===== src/rtl/est_pkg.sv =====
// est_pkg: shared types, codes and sizes of the entity slot tracker
// no dependencies
`default_nettype none

package est_pkg;

  localparam int SLOTS      = 64;
  localparam int IDX_W      = $clog2(SLOTS);
  localparam int CNT_W      = $clog2(SLOTS + 1);
  localparam int HASH_SHIFT = 4;
  localparam int ACC_W      = 66;

  localparam logic [31:0] TICK_RESET   = 32'd1;
  localparam logic [30:0] THRESH_RESET = 31'd655360;
  localparam logic [7:0]  STALE_RESET  = 8'd6;

  localparam logic [1:0] MODE_SAMPLE = 2'd0;
  localparam logic [1:0] MODE_TICK   = 2'd1;
  localparam logic [1:0] MODE_CLEAR  = 2'd2;

  localparam logic [1:0] CFG_ENABLE  = 2'd0;
  localparam logic [1:0] CFG_THRESH  = 2'd1;
  localparam logic [1:0] CFG_STALE   = 2'd2;

  localparam logic [2:0] ST_UPDATED  = 3'd0;
  localparam logic [2:0] ST_NEW      = 3'd1;
  localparam logic [2:0] ST_FULL     = 3'd2;
  localparam logic [2:0] ST_NULL     = 3'd3;
  localparam logic [2:0] ST_NOP      = 3'd4;
  localparam logic [2:0] ST_TICK     = 3'd5;
  localparam logic [2:0] ST_CLEARED  = 3'd6;

  typedef enum logic [2:0] {
    OP_SAMPLE,
    OP_TICK,
    OP_CLEAR,
    OP_NOP,
    OP_NULL
  } op_e;

  typedef struct packed {
    op_e         op;
    logic [31:0] key;
    logic [31:0] pos_x;
    logic [31:0] pos_y;
    logic [31:0] pos_z;
  } item_t;

endpackage

`default_nettype wire


===== src/rtl/est_front.sv =====
// est_front: accepts input beats, classifies them and queues them (two entries)
// depends on est_pkg
`default_nettype none

module est_front (
  input  wire logic                clk_i,
  input  wire logic                rst_ni,
  input  wire logic                enable_i,
  input  wire logic                in_valid_i,
  output logic                     in_ready_o,
  input  wire logic [1:0]          mode_i,
  input  wire logic [31:0]         key_i,
  input  wire logic signed [31:0]  pos_x_i,
  input  wire logic signed [31:0]  pos_y_i,
  input  wire logic signed [31:0]  pos_z_i,
  output logic                     item_valid_o,
  output est_pkg::item_t           item_o,
  input  wire logic                item_pop_i
);

  est_pkg::item_t q_mem_q [2];
  logic           wr_ptr_q, rd_ptr_q;
  logic [1:0]     count_q;
  est_pkg::item_t cls;
  logic           push;

  always_comb begin
    cls.key   = key_i;
    cls.pos_x = pos_x_i;
    cls.pos_y = pos_y_i;
    cls.pos_z = pos_z_i;
    case (mode_i)
      est_pkg::MODE_SAMPLE: begin
        if (!enable_i) cls.op = est_pkg::OP_NOP;
        else if (key_i == 32'd0) cls.op = est_pkg::OP_NULL;
        else cls.op = est_pkg::OP_SAMPLE;
      end
      est_pkg::MODE_TICK:  cls.op = enable_i ? est_pkg::OP_TICK : est_pkg::OP_NOP;
      est_pkg::MODE_CLEAR: cls.op = est_pkg::OP_CLEAR;
      default:             cls.op = est_pkg::OP_NOP;
    endcase
  end

  assign in_ready_o   = (count_q != 2'd2);
  assign push         = in_valid_i && in_ready_o;
  assign item_valid_o = (count_q != 2'd0);
  assign item_o       = q_mem_q[rd_ptr_q];

  always_ff @(posedge clk_i) begin
    if (push) q_mem_q[wr_ptr_q] <= cls;
  end

  always_ff @(posedge clk_i or negedge rst_ni) begin
    if (!rst_ni) begin
      wr_ptr_q <= 1'b0;
      rd_ptr_q <= 1'b0;
      count_q  <= 2'd0;
    end else begin
      if (push) wr_ptr_q <= !wr_ptr_q;
      if (item_pop_i) rd_ptr_q <= !rd_ptr_q;
      case ({push, item_pop_i})
        2'b10:   count_q <= count_q + 2'd1;
        2'b01:   count_q <= count_q - 2'd1;
        default: count_q <= count_q;
      endcase
    end
  end

endmodule

`default_nettype wire


===== config.mk =====
export PLATFORM = sky130hd
export DESIGN_NAME = est_front
export DESIGN_NICKNAME = d
export VERILOG_FILES = /design/src/rtl/est_pkg.sv /design/src/rtl/est_front.sv
export SDC_FILE = /design/constraint.sdc
export NUM_CORES = 1
export LEC_CHECK = 0
export BUFFER_PORTS_ARGS = -buffer_cell sky130_fd_sc_hd__clkbuf_2
export CAP_MARGIN = 20
export CORE_UTILIZATION = 58
export CTS_BUF_LIST = sky130_fd_sc_hd__clkbuf_8
export DETAILED_ROUTE_END_ITERATION = 8
export GPL_TIMING_DRIVEN = 0
export PLACE_DENSITY = 0.87
export SETUP_SLACK_MARGIN = 0.3
export SKIP_LAST_GASP = 1
export SYNTH_ARGS = -nofsm -noshare
export SYNTH_HDL_FRONTEND = slang
export SYNTH_SLANG_ARGS = --single-unit
export TNS_END_PERCENT = 50

===== constraint.sdc =====
create_clock -name clk_i -period 19.6 [get_ports clk_i]
set_input_delay 0 -clock clk_i [delete_from_list [all_inputs] [get_ports clk_i]]
set_output_delay 0 -clock clk_i [all_outputs]
set_load 0.02 [all_outputs]

# Word-level counts from Yosys, hierarchy flattened
# Memory sizes are Yosys's and may differ from the RTL's.
# Cells that the tools add are included.
# totals
mem_bits_rw	262
out_inout_bits	133
register_bits	4
elab_cells	25
mem_count	1
# classes
eq_ne	5
muxes	7
reduce_logical	7
n_addsub	2
# mem_list
name	depth	width	read_ports	rd_clocked_by_memory_dff	wr	line_no	source
q_mem_q	2	131	1	0	1	est_front.sv:21	est_pkg::item_t q_mem_q [2];
# ops
operator	n
$logic_not 32->1	1
$pmux 3 s3	1
$mux 3	2
$eq 2x1->1 const B	2
$eq 2x2->1 const B	2
$pmux 2 s2	1
$reduce_bool 2->1	2
$add 2x1->2 const B	1
$logic_not 1->1	2
$logic_not 2->1	1
$mux 1	2
$mux 2	1
$ne 2x2->1 const B	1
$sub 2x1->2 const B	1
$logic_and 1x1->1	1

# Logic depth before layout (Yosys ltp)
# Gate-level depths: netlist of the first run.
# logic_depth
ltp_word	4
depth_mapped	6
depth_no_buf	6

# Least setup slack after synthesis of the first run
# OpenSTA, ideal clock, no wires.
# synth_path
path_type	flip-flop to flip-flop
startpoint	register count_q[0]
endpoint	memory q_mem_q[0][0] (netlist bit), enable pin
path_slack_ns	12.729
synth_period_minus_slack_ns	6.871
arrival_ns	6.248
path_stages_with_launch	4
path_buffers	0
required_ns	18.977
path_cell_list	dfrtp_1 > nand2b_1 > nand2_1 > nor2_1
# synth_via
elab_chain_len	4
# synth_rtl
element	line_no	source
from (decl)	est_front.sv:23	logic [1:0] count_q;
from (signal assigned)	est_front.sv:62	2'b10: count_q <= count_q + 2'd1;
from (signal assigned)	est_front.sv:63	2'b01: count_q <= count_q - 2'd1;
from (signal assigned)	est_front.sv:64	default: count_q <= count_q;
$ne 2x2->1	est_front.sv:44	assign in_ready_o = (count_q != 2'd2);
named net in_ready_o	est_front.sv:10	output logic in_ready_o,
$logic_and 1x1->1	est_front.sv:45	assign push = in_valid_i && in_ready_o;
$mux 1	est_front.sv:50	if (push) q_mem_q[wr_ptr_q] <= cls;
$mux 1 (implied by the code)	est_front.sv:50	
to (decl)	est_front.sv:21	
# The timed path passes the listed nets, and every way through them passes these cells.

==> results.cfg, run 1 <==
[run_status]
status = finished, final reports clean

[timing]
setup_viol = 0
finClkSkew_ns = 0.0245
worstMarginPinSlew_ns = 0.974
drv_slew = 0
fin_crit_ns = 2.70
final-hold-violation-count = 0
period_share_pct = 13.8
fmax_mhz = 370
relSlewSlack_pct = 34.9
tns_ns = 0
rsz0062_at_grt = false

[logic_synthesis]
ys_ff_latch = 266
yosys_warnings = 0
synth_top_area_share_pct = 81.2
yosys-top-cells-count = edfxtp_1, mux2_2, buf_2
yosys.cell_count.top_type = edfxtp_1
yosys-top-cells-area = edfxtp_1, mux2_2, dfrtp_1
dominantRegCellSynth = edfxtp_1
syn_area_per_cell_um2 = 22.1
synth-adder-area-share_pct = 0.129
async_reset_ff_share_pct = 1.50
synth_xor_area_share_pct = 0.452
syn_area_um2 = 9690
synth_cells = 438
synth_edf_count = 262
synth_compound_gate_area_share_pct = 0.0775
synthMuxAreaShare_pct = 15.2
synth_nets = 574
synth-simple-area-share_pct = 1.19
synth_top_family_by_area = multiplexers
synthDistinctLibCells = 20
ys_seq_area_share_pct = 82.2
yosys.area.top_type = edfxtp_1

[clock_tree]
worstSkewPairLatency_ns = 0.52
cts_sinks = 266
cts-root-buf = clkbuf_8
htreeDepth = 2
numCtsBuffers = 41
clockBufferDepth = 3
clkSlewWorstSetupHoldPaths_ns = 0.07
cts_tree = built
post_cts_buffers = 0

[critical_path]
cp-start-kind = register
required_ns = 19.60
critical_path_class = reg -> out
crit_arrival_ns = 2.70
worst-path-max-fanout = 10
end_kind = output port
crit_path_frequent_cell = clkbuf_1
slowest_stage = clkbuf_1
critical-path-max-stage-delay_ns = 0.56
crit_family = buffers and inverters
path_cells = clkbuf_1, clkbuf_1, buf_2, mux2_2, clkbuf_2
critPathBufInv = 4

[cells_and_area]
fin_cells = 1133
nFillCells = 692
drive_gt1_share_pct = 50.8
multi_input_area_um2 = 1670
area_growth_pct = 39.5
fin_area_um2 = 13500
final_nets = 1024
ff_latch_area_um2 = 7970

[global_routing]
antenna_found_initial = 1
grt_max_degree = 74
track_usage_pct = 29.2
overflow = 0
grt_pass1_wl_um = 37700
grt_pass1_vias = 6852

[routing]
vias_per_cell = 5.38
wl_um = 25000
ant_nets = 0
vias = 6094
drtIter0Drc = 415
drc = 0
wire_per_inst_um = 22.0
dr.pass1.iters = 4

[placed_design]
hpwlAfterDp_um = 12800
gp_congestion = 0.801
place_area_um2 = 11400
numPortBuffers = 267
dp_cells = 925

[power]
ir_worst_vdd_v = 0.000108
internal_power_w = 0.00127
seqPwrFrac_pct = 42.1
pwr-share-comb_pct = 35.3
power_density_nw_per_um2 = 143
leakage_nw = 5.23
swShare_pct = 34.5
p_clk_share_pct = 22.6
switchingPower_w = 0.000667

[floorplan]
ios = 268
start_util_pct = 60.1
die_w_um = 131
coreArea_um2 = 16100
row_count = 46
fp.dieH_um = 131
dieArea_um2 = 17200

[worst_hold_path]
hold_class = in -> reg

[flow_run]
drv_cap = 0
## per-layer routing
metal | track usage [%] | share of wire, %
met4 | 17.4 | 5.0
met2 | 52.1 | 53
met3 | 8.10 | 7.7
met5 | 0 | 0
met1 | 30.8 | 34
## power groups by stage
stage                     Combinational (W)  Sequential (W)  Clock (W)
after floorplan                    0.000428        0.000830          0
after global placement             0.000612        0.000845          0
after detailed placement           0.000641        0.000818          0
after CTS                          0.000669        0.000807   0.000431
after global routing               0.000714        0.000821   0.000466
final                              0.000683        0.000814   0.000437
## timing repair
action / CTS / global route
hold buffers: 136 / 0
hold endpoints to repair: 270 / 0
resized for setup: 0 / 0
endpoints found under the setup margin: 0 / 0
## stage by stage
step                      util [%]  power [W]  setup WS [ns]  hold slack, ns
final                         83.9    0.00193          16.90           0.213
after global routing          83.9    0.00200          16.72           0.191
after CTS                     83.9    0.00191          16.83           0.175
after detailed placement      70.7    0.00146          17.20          -0.180
after global placement        70.1    0.00146          10.67          -0.192
after floorplan                  -    0.00126          12.73          -0.296
## cell usage in the layout (no fill, tap or decap), types with 2 or more instances in the layout
cell type	instances
bufinv_16	2
buf_2	11
clkinv_1	12
dlygate4sd3_1	136
clkbuf_1	4
xnor2_1	3
xor2_1	2
nand2b_1	2
dfrtp_1	4
clkbuf_2	267
mux2_2	131
or4_1	2
clkbuf_8	43
clkinv_2	2
buf_12	3
inv_1	11
nor4_1	6
edfxtp_1	262
## flip-flops by register name, summed over array words and instances, names as in the netlist
register	count
q_mem_q	262
rd_ptr_q	1
wr_ptr_q	1
count_q	2
## cells by family (layout without fill, tap and decap cells)
logic type / after synthesis / after routing
mux: 131 / 131
flops: 266 / 266
simple gates: 19 / 19
fa+ha+maj: 1 / 1
buf+inv: 15 / 493
other cells: 0 / 1
compound gates: 1 / 1
xor+xnor: 5 / 5
## final cells by class
| cell class | count | share of cell area, % |
|---|---|---|
| repair buffers | 407 | 20.6 |
| flip-flops and latches | 266 | 58.9 |
| well taps | 216 | 2.00 |
| clock buffers | 43 | 4.38 |
| plain buffers | 15 | 0.518 |
| clock inverters | 28 | 1.21 |
| diodes | 1 | 0.0185 |
| multi-input cells | 157 | 12.3 |
## worst paths after layout
path | from | to | slack, ns | depth (start not counted)
max | rd_ptr_q$_DFFE_PN0P_ | item_o[106] | 16.90 | 5
min | pos_y_i[30] | q_mem_q[0][62]$_DFFE_PP_ | 0.21 | 2
max reg2reg | count_q[0]$_DFFE_PN0P_ | q_mem_q[0][53]$_DFFE_PP_ | 17.11 | 5
min reg2reg | count_q[1]$_DFFE_PN0P_ | count_q[1]$_DFFE_PN0P_ | 0.50 | 1
max in group asynchronous | rst_ni | count_q[0]$_DFFE_PN0P_ | 18.98 | 3
min in group asynchronous | rst_ni | rd_ptr_q$_DFFE_PN0P_ | 0.41 | 3
Note: power is estimated with default switching activity, not from simulation.
==> inputs of run 2 (changes only) <==
--- a/config.mk
+++ b/config.mk
@@ -7,11 +7,11 @@
 export LEC_CHECK = 0
 export BUFFER_PORTS_ARGS = -buffer_cell sky130_fd_sc_hd__clkbuf_2
 export CAP_MARGIN = 20
-export CORE_UTILIZATION = 58
+export CORE_UTILIZATION = 54
 export CTS_BUF_LIST = sky130_fd_sc_hd__clkbuf_8
 export DETAILED_ROUTE_END_ITERATION = 8
 export GPL_TIMING_DRIVEN = 0
-export PLACE_DENSITY = 0.87
+export PLACE_DENSITY = 0.82
 export SETUP_SLACK_MARGIN = 0.3
 export SKIP_LAST_GASP = 1
 export SYNTH_ARGS = -nofsm -noshare
==> constraint.sdc (replaced) <==
create_clock -name clk_i -period 2.7 [get_ports clk_i]
set_input_delay 0 -clock clk_i [delete_from_list [all_inputs] [get_ports clk_i]]
set_output_delay 0 -clock clk_i [all_outputs]
set_load 0.02 [all_outputs]
==> run 2 against run 1 <==
  * Worst setup slack worse by 16 ns
  * Combinational power rose to 7.2 times the previous value
  * Register-to-register slack worse by 17 ns
  * Clock skew shrank 0.0030 ns
  * Sequential share of layout area fell by 0.27 points
  * Clock power increased to 7.1 times the previous value
  * Final cell count rose by 1.1%
  * Flip-flop and latch count unchanged
  * Sequential power grew to 7.2 times the previous value
  * Critical endpoint is now item_o[54]
  * Largest power group unchanged
==> results.cfg, run 2 (synthesis gave the netlist of run 1 again) <==
[clock_tree]
worstSkewPairLatency_ns = 0.55
htreeDepth = 2
clkSlewWorstSetupHoldPaths_ns = 0.07
cts-root-buf = clkbuf_8
cts_tree = built
post_cts_buffers = 0
numCtsBuffers = 42
clockBufferDepth = 3
cts_sinks = 266

[global_routing]
antenna_found_initial = 1
grt_pass1_vias = 6477
grt_pass1_wl_um = 33400
grt_max_degree = 69
track_usage_pct = 24.5
overflow = 0

[timing]
final-hold-violation-count = 0
worstMarginPinSlew_ns = 0.951
setup_viol = 0
finClkSkew_ns = 0.0215
whs_ns = 0.187
fin_crit_ns = 2.25
rsz0062_at_grt = false
relSlewSlack_pct = 36.6
period_share_pct = 83.3
fmax_mhz = 445
drv_slew = 0

[routing]
wl_um = 22400
drc = 0
wire_per_inst_um = 19.6
ant_nets = 0
dr.pass1.iters = 4
drtIter0Drc = 263
vias_per_cell = 5.09
vias = 5826

[floorplan]
coreArea_um2 = 17400
row_count = 48
dieArea_um2 = 18500
ios = 268
die_w_um = 136
start_util_pct = 55.6
fp.dieH_um = 136

[critical_path]
slowest_stage = mux2_2
cp-start-kind = register
crit_family = buffers and inverters
critical-path-max-stage-delay_ns = 0.38
path_cells = clkbuf_1, clkbuf_8, buf_2, mux2_2, clkbuf_2
critPathBufInv = 4
required_ns = 2.70
end_kind = output port
critical_path_class = reg -> out
crit_arrival_ns = 2.25
worst-path-max-fanout = 10

[power]
leakage_nw = 5.25
ir_worst_vdd_v = 0.000718
power_density_nw_per_um2 = 1030

[cells_and_area]
nFillCells = 903
drive_gt1_share_pct = 51.1
final_nets = 1026
area_growth_pct = 40.1
regMostFlops = q_mem_q
layout_commonest_cell = clkbuf_2
largest_reg_flops = 262
reg.largest.list = q_mem_q: 262 flops, count_q: 2 flops
mostFrequentLayoutCells = clkbuf_2, edfxtp_1, dlygate4sd3_1, mux2_2, clkbuf_8
utilization_pct = 78.0

[flow_run]
drv_cap = 0

[run_status]
status = finished, final reports clean

[placed_design]
numPortBuffers = 267
hpwlAfterDp_um = 13000
gp_congestion = 0.738

[worst_hold_path]
hold_class = in -> reg
## run 2: final timing paths
check	startpoint	to	slack (ns)	cells past startpoint
worst max-delay path	rd_ptr_q$_DFFE_PN0P_	item_o[54]	0.45	5
worst min-delay path	pos_z_i[15]	q_mem_q[0][15]$_DFFE_PP_	0.19	2
worst max register to register	count_q[0]$_DFFE_PN0P_	q_mem_q[1][72]$_DFFE_PP_	0.47	3
worst min register to register	wr_ptr_q$_DFFE_PN0P_	wr_ptr_q$_DFFE_PN0P_	0.57	1
max in group asynchronous	rst_ni	count_q[0]$_DFFE_PN0P_	2.12	3
min in group asynchronous	rst_ni	count_q[1]$_DFFE_PN0P_	0.41	3
## run 2: final cells by class
type / count / area, um2 / area share (%)
diodes: 2 / 5.00 / 0.0369
plain buffers: 15 / 82.6 / 0.608
clock buffers: 42 / 578 / 4.26
clock inverters: 30 / 179 / 1.32
multi-input cells: 157 / 1680 / 12.4
flip-flops and latches: 266 / 7970 / 58.7
well taps: 225 / 282 / 2.07
repair buffers: 408 / 2810 / 20.7
## run 2: what timing repair did
item | 4_1_cts | 5_1_grt
resized for setup | 4 | 0
hold buffers | 136 | 0
endpoints found under the setup margin | 82 | 0
endpoints found under the hold margin | 281 | 0
## run 2: through the flow
| stage | power, W | cell area, um2 | worst slack [ns] | cells | setup TNS [ns] |
|---|---|---|---|---|---|
| CTS | 0.0139 | 13600 | 0.371 | 1143 | 0 |
| global route | 0.0145 | 13600 | 0.315 | 1144 | 0 |
| global placement | 0.0105 | 11300 | -1.12 | 930 | -223.79 |
| detailed placement | 0.0106 | 11400 | 0.450 | 935 | 0 |
| finish | 0.0139 | 13600 | 0.451 | 1145 | 0 |
| floorplan | 0.00904 | 9720 | -0.312 | 438 | -40.91 |
## run 2: power by group
| group | internal, W | switching, W |
|---|---|---|
| Sequential | 0.00564 | 0.000240 |
| Combinational | 0.00194 | 0.00299 |
| Clock | 0.00164 | 0.00148 |
## run 2: per-layer routing
layer	vias up	share of wire (%)	routed length (um)	GRT usage [%]
met2	228	55	12300	45.5
met1	2882	35	7950	25.6
met4	0	3.5	785	11.2
li1	2666	-	-	-
met3	50	6.2	1390	6.49
met5	-	0	0	0
==> inputs of run 3 (changes only) <==
==> constraint.sdc (replaced) <==
create_clock -name clk_i -period 2.12 [get_ports clk_i]
set_input_delay 0 -clock clk_i [delete_from_list [all_inputs] [get_ports clk_i]]
set_output_delay 0 -clock clk_i [all_outputs]
set_load 0.02 [all_outputs]
==> run 3 against run 2 <==
  * Combinational power increased by 49%
  * Non-clock buffer count is 9 higher
  * Flip-flop and latch count stayed put
  * Sequential power is 28% higher
  * Highest routed layer unchanged
  * Register-to-register slack worse by 0.18 ns
  * Critical path depth is the same
  * Via count increased by 2.2%
  * Total power grew 35%
  * Worst hold slack worse by 0.0032 ns
  * Routed wire length is 6.5% higher
  * Largest cell class unchanged
  * First-iteration DRC count is 8.0% lower
==> results.cfg, run 3 (synthesis gave the netlist of run 1 again) <==
[routing]
dr.pass1.iters = 4
ant_nets = 0
drc = 0
wire_per_inst_um = 20.7
wl_um = 23900
drtIter0Drc = 242
vias = 5956
vias_per_cell = 5.15

[worst_hold_path]
worstHoldPathCells = 2
min-delay-start = pos_z_i[27]
hold-path-endpoint = q_mem_q[0][27]$_DFFE_PP_
hold_class = in -> reg

[global_routing]
grt_max_degree = 65
track_usage_pct = 25.1
grt_pass1_vias = 6587
overflow = 0
antenna_found_initial = 1
grt_pass1_wl_um = 34200

[clock_tree]
worstSkewPairLatency_ns = 0.53
htreeDepth = 2
cts_tree = built
numCtsBuffers = 42
clkSlewWorstSetupHoldPaths_ns = 0.06
cts_sinks = 266
cts-root-buf = clkbuf_8
clockBufferDepth = 3

[cells_and_area]
regMostFlops = q_mem_q
multi_input_area_um2 = 1730
ff_latch_area_um2 = 7970
reg.largest.list = q_mem_q: 262 flops, count_q: 2 flops
mostFrequentLayoutCells = edfxtp_1, clkbuf_2, dlygate4sd3_1, mux2_2, clkbuf_8
largest_reg_flops = 262
area_growth_pct = 45.3
nFillCells = 843
drive_gt1_share_pct = 52.0
layout_commonest_cell = edfxtp_1
final_nets = 1037

[timing]
tns_ns = 0
final-hold-violation-count = 0
fin_crit_ns = 1.89
period_share_pct = 88.9
setup_viol = 0
relSlewSlack_pct = 61.0
rsz0062_at_grt = true
finClkSkew_ns = 0.0198
drv_slew = 0
worstMarginPinSlew_ns = 0.579
whs_ns = 0.184
fmax_mhz = 530

[critical_path]
rr_worst_depth = 3
timing.rr.start = count_q[0]$_DFFE_PN0P_
slowest_stage = dfrtp_1
path_cells = buf_8, clkbuf_16, clkbuf_16, mux2_4, buf_6
rrSetupSlack_ns = 0.29
regToRegEndpoint = q_mem_q[1][72]$_DFFE_PP_
end_kind = output port
crit_path_frequent_cell = clkbuf_16
worst-path-max-fanout = 8
critical-path-max-stage-delay_ns = 0.39
required_ns = 2.12
critical_path_class = reg -> out
crit_arrival_ns = 1.89
cp-start-kind = register

[flow_run]
drv_cap = 0

[run_status]
status = finished, final reports clean

[floorplan]
start_util_pct = 55.6
dieArea_um2 = 18500
row_count = 48
die_w_um = 136
fp.dieH_um = 136
coreArea_um2 = 17400
ios = 268

[power]
ir_worst_vdd_v = 0.000900
leakage_nw = 5.47
power_density_nw_per_um2 = 1340

[placed_design]
gp_congestion = 0.738
hpwlAfterDp_um = 13000
numPortBuffers = 267
## run 3: how the worst max path moves through the flow
stage / slack, ns / startpoint / cells past startpoint / to
after floorplan: -0.89 / count_q[0]$_DFFE_PN0P_ / 3 / q_mem_q[0][0]$_DFFE_PP_
after global placement: -1.70 / count_q[0]$_DFFE_PN0P_ / 3 / q_mem_q[0][61]$_DFFE_PP_
after detailed placement: -0.13 / rd_ptr_q$_DFFE_PN0P_ / 5 / item_o[112]
after CTS: 0.17 / rd_ptr_q$_DFFE_PN0P_ / 5 / item_o[76]
after global routing: 0.17 / rd_ptr_q$_DFFE_PN0P_ / 5 / item_o[72]
final: 0.23 / rd_ptr_q$_DFFE_PN0P_ / 5 / item_o[112]
## run 3: per-stage QoR
step                instances  util, %  worst slack, ns  instance area (um2)  power (W)
finish                   1156     80.8            0.235                14100     0.0188
global route             1155     80.8            0.168                14100     0.0196
CTS                      1148     78.8            0.168                13700     0.0181
detailed placement        935     65.7           -0.130                11400     0.0136
global placement          930     65.1            -1.70                11300     0.0133
floorplan                 438        -           -0.892                 9720     0.0115
## run 3: worst max-delay path, delay by kind of cell (launching register included)
family | cells | cell delay, ns
buf+inv | 4 | 0.64
flops | 1 | 0.39
mux | 1 | 0.32
## run 3: power by group
| group | total [W] | internal, W | switching (W) |
|---|---|---|---|
| combinational | 0.00734 | 0.00330 | 0.00403 |
| clock | 0.00400 | 0.00209 | 0.00191 |
| sequential | 0.00750 | 0.00718 | 0.000323 |
## run 3: routing by layer
layer  up-vias  wire (um)  global-route usage, %
li1       2699          -                      -
met1      2945       8480                   26.0
met2       251      13200                   47.4
met3        61       1450                   6.56
met4         0        788                   10.8
met5         -          0                      0
## run 3: what timing repair did
item | 4_1_cts | 5_1_grt
resized for setup | 35 | 122
endpoints found under the hold margin | 270 | 0
endpoints found under the setup margin | 294 | 227
pin swaps | 2 | 0
hold buffers | 136 | 0
cloned | 3 | 5
setup buffers | 2 | 1
## run 3: layout make-up
class                   count  area share, %
clock buffers              42           4.11
flip-flops and latches    266           56.6
plain buffers              15           1.56
multi-input cells         159           12.3
diodes                      2         0.0355
well taps                 225           2.00
repair buffers            417           22.1
clock inverters            30           1.27
